<file path="config.mk">
export PLATFORM = sky130hd
export DESIGN_NAME = shared_buffer_multi_stack
export DESIGN_NICKNAME = d
export VERILOG_FILES = /design/src/sbms_pkg.sv /design/src/shared_buffer_multi_stack.sv /design/src/sbms_ram.sv /design/src/sbms_exec.sv
export SDC_FILE = /design/constraint.sdc
export NUM_CORES = 2
export LEC_CHECK = 0
export ABC_AREA = 1
export ABC_CLOCK_PERIOD_IN_PS = 13100
export BUFFER_PORTS_ARGS = -buffer_cell sky130_fd_sc_hd__buf_4
export CAP_MARGIN = 20
export CORE_ASPECT_RATIO = 1.2
export CORE_MARGIN = 5
export CORE_UTILIZATION = 62
export DETAILED_ROUTE_END_ITERATION = 7
export PLACE_DENSITY = 0.78
export SYNTH_ARGS = -nofsm -noshare
export SYNTH_HDL_FRONTEND = slang
export SYNTH_SLANG_ARGS = --single-unit
</file>
<file path="constraint.sdc">
create_clock -name clk -period 13.1 [get_ports clk]
set_clock_uncertainty 0.1 [all_clocks]
set_input_delay 1.965 -clock clk [delete_from_list [all_inputs] [get_ports clk]]
set_output_delay 1.965 -clock clk [all_outputs]
set_load 0.005 [all_outputs]
</file>
<file path="src/sbms_pkg.sv">
// Shared types and constants for the shared-buffer multi-stack.
// No dependencies; shared_buffer_multi_stack and sbms_exec import this package.
package sbms_pkg;

  localparam int DATA_W         = 32;
  localparam int SID_W          = 2;
  localparam int STACK_ID_RANGE = 4;

  typedef enum logic {
    CMD_PUSH = 1'b0,
    CMD_POP  = 1'b1
  } cmd_t;

  typedef struct packed {
    cmd_t                      cmd;
    logic [SID_W-1:0]          stack_id;
    logic signed [DATA_W-1:0]  value;
  } item_t;

  typedef struct packed {
    logic                      ok;
    logic signed [DATA_W-1:0]  popped_value;
  } result_t;

endpackage

</file>
<file path="src/shared_buffer_multi_stack.sv">
// Shared-buffer multi-stack: one beat per cycle; the result strobe comes from the execute stage.
// The accept edge reads the link and data RAMs into their read registers; the execute stage then
// updates the stacks and registers the result. busy never rises, so a new beat is taken every cycle.
// Reset (synchronous, active low) empties all stacks with no clearing pass: a fill
// count stands in for the initial free-list chain. The receiver cannot stall.
module shared_buffer_multi_stack #(
  parameter int NUM_STACKS = 4,
  parameter int DEPTH      = 64
) (
  input  logic                                clk,
  input  logic                                rst_n,
  input  logic                                start,
  output logic                                busy,
  input  logic                                in_cmd,
  input  logic [sbms_pkg::SID_W-1:0]          in_stack_id,
  input  logic signed [sbms_pkg::DATA_W-1:0]  in_value,
  output logic                                out_valid,
  output logic                                out_ok,
  output logic signed [sbms_pkg::DATA_W-1:0]  out_popped_value
);

  import sbms_pkg::*;

  localparam int PW = $clog2(DEPTH + 1);
  localparam int AW = $clog2(DEPTH);

  logic              accept;
  item_t             in_item;
  logic              ex_valid_r;
  item_t             ex_item_r;
  logic [PW-1:0]     issue_slot;
  logic [AW-1:0]     rd_addr;
  logic              link_we;
  logic [AW-1:0]     link_waddr;
  logic [PW-1:0]     link_wdata;
  logic              data_we;
  logic [AW-1:0]     data_waddr;
  logic [DATA_W-1:0] data_wdata;
  logic [PW-1:0]     link_q;
  logic [DATA_W-1:0] data_q;
  logic              link_byp_r;
  logic [PW-1:0]     link_byp_val_r;
  logic              data_byp_r;
  logic [DATA_W-1:0] data_byp_val_r;
  logic [PW-1:0]     link_rd;
  logic [DATA_W-1:0] data_rd;
  logic              res_valid;
  result_t           res;

  assign busy   = 1'b0;
  assign accept = start && !busy;

  assign in_item.cmd      = cmd_t'(in_cmd);
  assign in_item.stack_id = in_stack_id;
  assign in_item.value    = in_value;

  assign rd_addr = issue_slot[AW-1:0];

  always_ff @(posedge clk) begin
    if (!rst_n) begin
      ex_valid_r <= 1'b0;
    end else begin
      ex_valid_r <= accept;
    end
  end

  // A write landing on the same edge as the read is not seen by the RAM; keep it.
  always_ff @(posedge clk) begin
    if (accept) begin
      ex_item_r <= in_item;
    end
    link_byp_r     <= link_we && (link_waddr == rd_addr);
    link_byp_val_r <= link_wdata;
    data_byp_r     <= data_we && (data_waddr == rd_addr);
    data_byp_val_r <= data_wdata;
  end

  assign link_rd = link_byp_r ? link_byp_val_r : link_q;
  assign data_rd = data_byp_r ? data_byp_val_r : data_q;

  sbms_ram #(
    .WIDTH (PW),
    .DEPTH (DEPTH)
  ) u_link_ram (
    .clk   (clk),
    .we    (link_we),
    .waddr (link_waddr),
    .wdata (link_wdata),
    .raddr (rd_addr),
    .rdata (link_q)
  );

  sbms_ram #(
    .WIDTH (DATA_W),
    .DEPTH (DEPTH)
  ) u_data_ram (
    .clk   (clk),
    .we    (data_we),
    .waddr (data_waddr),
    .wdata (data_wdata),
    .raddr (rd_addr),
    .rdata (data_q)
  );

  sbms_exec #(
    .NUM_STACKS (NUM_STACKS),
    .DEPTH      (DEPTH)
  ) u_exec (
    .clk        (clk),
    .rst_n      (rst_n),
    .ex_valid   (ex_valid_r),
    .ex_item    (ex_item_r),
    .link_rd    (link_rd),
    .data_rd    (data_rd),
    .lookup_cmd (in_item.cmd),
    .lookup_sid (in_stack_id),
    .issue_slot (issue_slot),
    .link_we    (link_we),
    .link_waddr (link_waddr),
    .link_wdata (link_wdata),
    .data_we    (data_we),
    .data_waddr (data_waddr),
    .data_wdata (data_wdata),
    .res_valid  (res_valid),
    .res        (res)
  );

  assign out_valid        = res_valid;
  assign out_ok           = res.ok;
  assign out_popped_value = res.popped_value;

  a_result_follows: assert property (@(posedge clk) disable iff (!rst_n)
    accept |-> ##2 out_valid)
    else $error("accepted beat produced no result two cycles later");

  a_no_stray_result: assert property (@(posedge clk) disable iff (!rst_n)
    out_valid |-> $past(ex_valid_r))
    else $error("result strobe without a beat in the execute stage");

  a_failed_zero: assert property (@(posedge clk) disable iff (!rst_n)
    (out_valid && !out_ok) |-> (out_popped_value == '0))
    else $error("failed operation returned a nonzero value");

endmodule

</file>
<file path="src/sbms_ram.sv">
// Generic single-write, single-read RAM with a registered read port.
// No dependencies.
module sbms_ram #(
  parameter int WIDTH = 32,
  parameter int DEPTH = 64
) (
  input  logic                     clk,
  input  logic                     we,
  input  logic [$clog2(DEPTH)-1:0] waddr,
  input  logic [WIDTH-1:0]         wdata,
  input  logic [$clog2(DEPTH)-1:0] raddr,
  output logic [WIDTH-1:0]         rdata
);

  logic [WIDTH-1:0] mem_r [DEPTH];
  logic [WIDTH-1:0] rdata_r;

  always_ff @(posedge clk) begin
    if (we) begin
      mem_r[waddr] <= wdata;
    end
    rdata_r <= mem_r[raddr];
  end

  assign rdata = rdata_r;

endmodule

</file>
<file path="src/sbms_exec.sv">
// Execute stage: stack tops, free-list head and fill count, the push/pop
// update and the result register. Depends on sbms_pkg.
module sbms_exec #(
  parameter int NUM_STACKS = 4,
  parameter int DEPTH      = 64
) (
  input  logic                            clk,
  input  logic                            rst_n,
  input  logic                            ex_valid,
  input  sbms_pkg::item_t                 ex_item,
  input  logic [$clog2(DEPTH+1)-1:0]      link_rd,
  input  logic [sbms_pkg::DATA_W-1:0]     data_rd,
  input  sbms_pkg::cmd_t                  lookup_cmd,
  input  logic [sbms_pkg::SID_W-1:0]      lookup_sid,
  output logic [$clog2(DEPTH+1)-1:0]      issue_slot,
  output logic                            link_we,
  output logic [$clog2(DEPTH)-1:0]        link_waddr,
  output logic [$clog2(DEPTH+1)-1:0]      link_wdata,
  output logic                            data_we,
  output logic [$clog2(DEPTH)-1:0]        data_waddr,
  output logic [sbms_pkg::DATA_W-1:0]     data_wdata,
  output logic                            res_valid,
  output sbms_pkg::result_t               res
);

  import sbms_pkg::*;

  localparam int PW   = $clog2(DEPTH + 1);
  localparam int AW   = $clog2(DEPTH);
  localparam int NTOP = (NUM_STACKS < STACK_ID_RANGE) ? NUM_STACKS : STACK_ID_RANGE;
  localparam logic [PW-1:0] SLOT_NULL = PW'(DEPTH);

  logic [PW-1:0] top_r [NTOP];
  logic [PW-1:0] top_nxt [NTOP];
  logic [PW-1:0] free_head_r, free_head_nxt;
  logic [PW-1:0] fill_r, fill_nxt;
  logic          res_valid_r;
  result_t       res_r, res_nxt;

  logic          is_push;
  logic          sid_ok;
  logic [PW-1:0] cur_top;
  logic [PW-1:0] slot;
  logic          do_op;
  logic [PW-1:0] link_val;
  logic [PW-1:0] lk_top;

  always_comb begin
    cur_top = SLOT_NULL;
    sid_ok  = 1'b0;
    for (int i = 0; i < NTOP; i++) begin
      if (ex_item.stack_id == SID_W'(i)) begin
        cur_top = top_r[i];
        sid_ok  = 1'b1;
      end
    end
    is_push = (ex_item.cmd == CMD_PUSH);
    slot    = is_push ? free_head_r : cur_top;
    do_op   = ex_valid && sid_ok && (slot < SLOT_NULL);
    // Slots at or above the fill count were never handed out, so their link
    // is taken as the initial chain value of slot plus one, not read from the RAM.
    if (is_push && (slot >= fill_r)) begin
      link_val = PW'(slot + 1'b1);
    end else begin
      link_val = link_rd;
    end
  end

  always_comb begin
    free_head_nxt = free_head_r;
    fill_nxt      = fill_r;
    for (int i = 0; i < NTOP; i++) begin
      top_nxt[i] = top_r[i];
    end
    link_we    = 1'b0;
    link_wdata = free_head_r;
    data_we    = 1'b0;
    data_wdata = ex_item.value;
    res_nxt.ok           = do_op;
    res_nxt.popped_value = '0;
    if (do_op) begin
      link_we = 1'b1;
      for (int i = 0; i < NTOP; i++) begin
        if (ex_item.stack_id == SID_W'(i)) begin
          top_nxt[i] = is_push ? slot : link_val;
        end
      end
      if (is_push) begin
        free_head_nxt = link_val;
        if (slot == fill_r) begin
          fill_nxt = PW'(fill_r + 1'b1);
        end
        link_wdata = cur_top;
        data_we    = 1'b1;
      end else begin
        free_head_nxt        = slot;
        link_wdata           = free_head_r;
        res_nxt.popped_value = $signed(data_rd);
      end
    end
  end

  assign link_waddr = slot[AW-1:0];
  assign data_waddr = slot[AW-1:0];

  // Address for the next beat comes from the state as it will be after this one.
  always_comb begin
    lk_top = SLOT_NULL;
    for (int i = 0; i < NTOP; i++) begin
      if (lookup_sid == SID_W'(i)) begin
        lk_top = top_nxt[i];
      end
    end
    issue_slot = (lookup_cmd == CMD_PUSH) ? free_head_nxt : lk_top;
  end

  always_ff @(posedge clk) begin
    if (!rst_n) begin
      for (int i = 0; i < NTOP; i++) begin
        top_r[i] <= SLOT_NULL;
      end
      free_head_r <= '0;
      fill_r      <= '0;
      res_valid_r <= 1'b0;
    end else begin
      for (int i = 0; i < NTOP; i++) begin
        top_r[i] <= top_nxt[i];
      end
      free_head_r <= free_head_nxt;
      fill_r      <= fill_nxt;
      res_valid_r <= ex_valid;
    end
  end

  always_ff @(posedge clk) begin
    res_r <= res_nxt;
  end

  assign res_valid = res_valid_r;
  assign res       = res_r;

  a_fill_bound: assert property (@(posedge clk) disable iff (!rst_n)
    fill_r <= SLOT_NULL)
    else $error("fill count past the store depth");

  a_empty_free_list: assert property (@(posedge clk) disable iff (!rst_n)
    (free_head_r == SLOT_NULL) |-> (fill_r == SLOT_NULL))
    else $error("free list empty while slots were never used");

  a_fresh_slot: assert property (@(posedge clk) disable iff (!rst_n)
    (do_op && is_push && (free_head_r >= fill_r)) |-> (free_head_r == fill_r))
    else $error("push took an unused slot other than the fill count");

endmodule
</file>
==> impl_metrics.py <==
metrics = {
    "drt": {
        "drtPass1Iterations": 8,
        "drt_iter0_markers": 14100,
        "wl_per_cell_um": 26.1,
        "drt_wl_total_um": 335000,
        "drc_errors": 2,
        "post_drt_via_cell_ratio": 6.40,
        "ant_nets": 0,
        "vias": 82100,
    },
    "synthesis": {
        "ys_types": 39,
        "synth.top_cell.area_share_pct": 67.5,
        "ys_async_sr_fraction_pct": 0,
        "syn_inst": 10400,
        "ys_ff_latch": 2688,
        "synth.top_cells.by_area": "edfxtp_1 67%, nand2_1 12%, nand3_1 11%, dfxtp_1 2.8%, buf_2 1.9%",
        "ys_warn_count": 0,
        "synth-edff-count": 2531,
        "synth_nets": 10500,
        "yosysSeqAreaShare_pct": 70.3,
        "synth_area_um2": 113000,
        "syn_avg_cell_area_um2": 10.8,
        "yosys.area.top_type": "edfxtp_1",
        "synthFlopType": "edfxtp_1",
    },
    "cells_and_area": {
        "post-route-util_pct": 68.1,
        "area_growth_syn_to_layout_pct": 9.31,
        "fillCellCount": 12600,
        "fin_area_um2": 123000,
        "final_common_cell": "nand2_1",
        "final_cell_mix": "3717 x nand2_1, 2580 x nand3_1, 2531 x edfxtp_1, 274 x inv_1, 249 x clkbuf_16",
        "drive_gt1_share_pct": 6.82,
        "fin_nets": 10200,
    },
    "sta": {
        "finalCritPeriodShare_pct": 57.9,
        "slew_headroom_pct": 14.7,
        "fmax_mhz": 132,
        "finalCriticalPeriod_ps": 7580,
        "setup_viol": 0,
        "rsz0062_at_grt": "no",
        "worstMarginPinSlew_ps": 1280,
        "finalHoldViolCount": 0,
        "drv_slew": 0,
        "setup_tns_ps": 0,
    },
    "worst_setup_path": {
        "critical_path_arrival_ps": 8270,
        "crit_top_cell": "nand2_1",
        "regToRegSetupSlack_ps": 5520,
        "path_buf_inv": 6,
        "cpPeakStageDelay_ps": 780,
        "path_max_fanout": 103,
        "crit_required_ps": 13790,
        "critPathKind": "flop to flop",
        "cp-start-kind": "flop",
        "r2r_cells": 28,
        "cpMaxStageDelayCell": "buf_4",
        "cp-end-kind": "flop",
        "cp_top_family": "simple AND/OR/NAND/NOR gates",
        "r2r_end": "u_data_ram.rdata[23]",
        "reg2reg_from": "ex_item_r[32]",
    },
    "place": {
        "post_dp_cell_area_um2": 115000,
        "io_buffers": 71,
        "dpl.hpwl_um": 175000,
        "place_congestion": 0.942,
    },
    "clocking": {
        "htreeDepth": 4,
        "clk_pin_slew_ps": 70,
        "ctsResizeCount": 0,
        "cts_max_path_buffers": 3,
        "cts_sinks": 2688,
        "cts-hold-fix-buffers": 0,
        "cts_buffers": 241,
        "insertion_delay_ps": 900,
        "cts_tree": "built",
        "cts_root_buffer": "clkbuf_16",
        "postCtsSetupRepairBufs": 0,
    },
    "floorplanning": {
        "core_area_um2": 181000,
        "initial_core_util_pct": 62.3,
        "rows": 171,
        "die_y_um": 477,
        "io_pins": 73,
        "die_width_um": 399,
        "die-area_um2": 190000,
    },
    "power": {
        "peakVddDrop_mv": 0.144,
        "power.density_nw_per_um2": 156,
        "cellLeakagePower_nw": 46.9,
    },
    "run_status": {
        "outcome": "complete, but fails checks",
        "violations": "design-rule violations",
    },
    "global_route": {
        "grtUsageTotal_pct": 34.5,
        "grt_max_degree": 216,
        "antenna_found_initial": 13,
        "grt_pass1_wl_um": 491000,
        "grt_pass1_vias": 78200,
        "gr-total-overflow": 0,
    },
    "worst_hold_path": {
        "min_from": "data_byp_val_r[9]",
        "hp-class": "flop to flop",
        "min_delay_path_depth": 2,
        "holdPathEnd": "u_exec.res[9]",
    },
    "flow_run": {
        "cap_viol_max_count": 0,
    },
}
## tightest hold or removal path: stages (launching register included)
cell     delay (ps)
dfxtp_1         300
nand2_1          60
a21oi_1          60
## logic make-up (layout without fill, tap and decap cells)
kind of cell | count (synthesis) | in the layout | synth area share [%]
buffers and inverters | 1011 | 997 | 3.94
other | 1 | 7 | 0.00333
adder cells (fa/ha/maj) | 9 | 9 | 0.100
AND/OR/NAND/NOR | 6575 | 6575 | 25.1
XOR/XNOR | 2 | 2 | 0.0156
flip-flops | 2688 | 2688 | 70.3
AO/OA/AOI/OAI | 123 | 123 | 0.586
## area by class of cell
cell class	count	area, um2	area share (%)
clock buffer	319	6660	5.41
antenna	6	15.0	0.0122
timing repair buffer	255	2230	1.81
clock inverter	134	1340	1.09
inverter	289	1090	0.888
tap	2422	3030	2.46
multi-input combinational	6710	29600	24.1
sequential	2688	79100	64.3
## per-stage QoR
step,instances,setup slack [ps],power [W],hold slack (ps)
floorplan,10400,8390,0.0113,322
global placement,12400,5880,0.0121,339
detailed placement,12400,5750,0.0122,341
CTS,12800,5740,0.0191,334
global route,12800,5220,0.0197,349
finish,12800,5520,0.0192,334
## synthesized netlist by cell type, types with 25 or more instances
library cell,count
dfxtp_1,157
nor2_1,126
o21ai_0,46
buf_1,31
buf_2,427
buf_4,25
edfxtp_1,2531
nand2_1,3719
a21oi_1,50
clkbuf_1,236
nor3_1,82
nand3_1,2581
nand3b_1,40
inv_1,276
## sequential cells by signal, summed over array words and instances (netlist names), 7 cells and up
name                cells
u_exec.free_head_r      7
link_byp_val_r          7
u_exec.fill_r           7
u_data_ram.mem_r     2048
ex_item_r              35
u_link_ram.mem_r      448
u_exec.res             33
u_exec.top_r           28
data_byp_val_r         32
u_data_ram.rdata       32
u_link_ram.rdata        7
## where the power goes
group          internal [W]  total, W  switching (W)
Combinational      0.000577   0.00248        0.00190
Clock               0.00399   0.00711        0.00312
Sequential          0.00955   0.00962      0.0000683
## per-layer routing
metal	track usage, %	share of wire, %	wire length [um]	vias to the layer above
met1	45.5	34	113000	38900
met5	0	0.012	41	-
li1	-	-	-	35500
met2	51.7	45	150000	6437
met4	23.2	8.1	27200	6
met3	7.60	13	44900	1166
## how the worst max path moves through the flow
| stage | to | cells after the start | start |
|---|---|---|---|
| CTS | u_data_ram.rdata[23] | 28 | ex_item_r[32] |
| global route | u_data_ram.rdata[6] | 29 | ex_item_r[32] |
| finish | u_data_ram.rdata[23] | 28 | ex_item_r[32] |
| detailed placement | u_data_ram.rdata[23] | 28 | ex_item_r[32] |
| global placement | u_data_ram.rdata[23] | 27 | ex_item_r[33] |
| floorplan | u_data_ram.mem_r[49][0] | 11 | ex_item_r[32] |
Power figures use the tool's default switching activity.
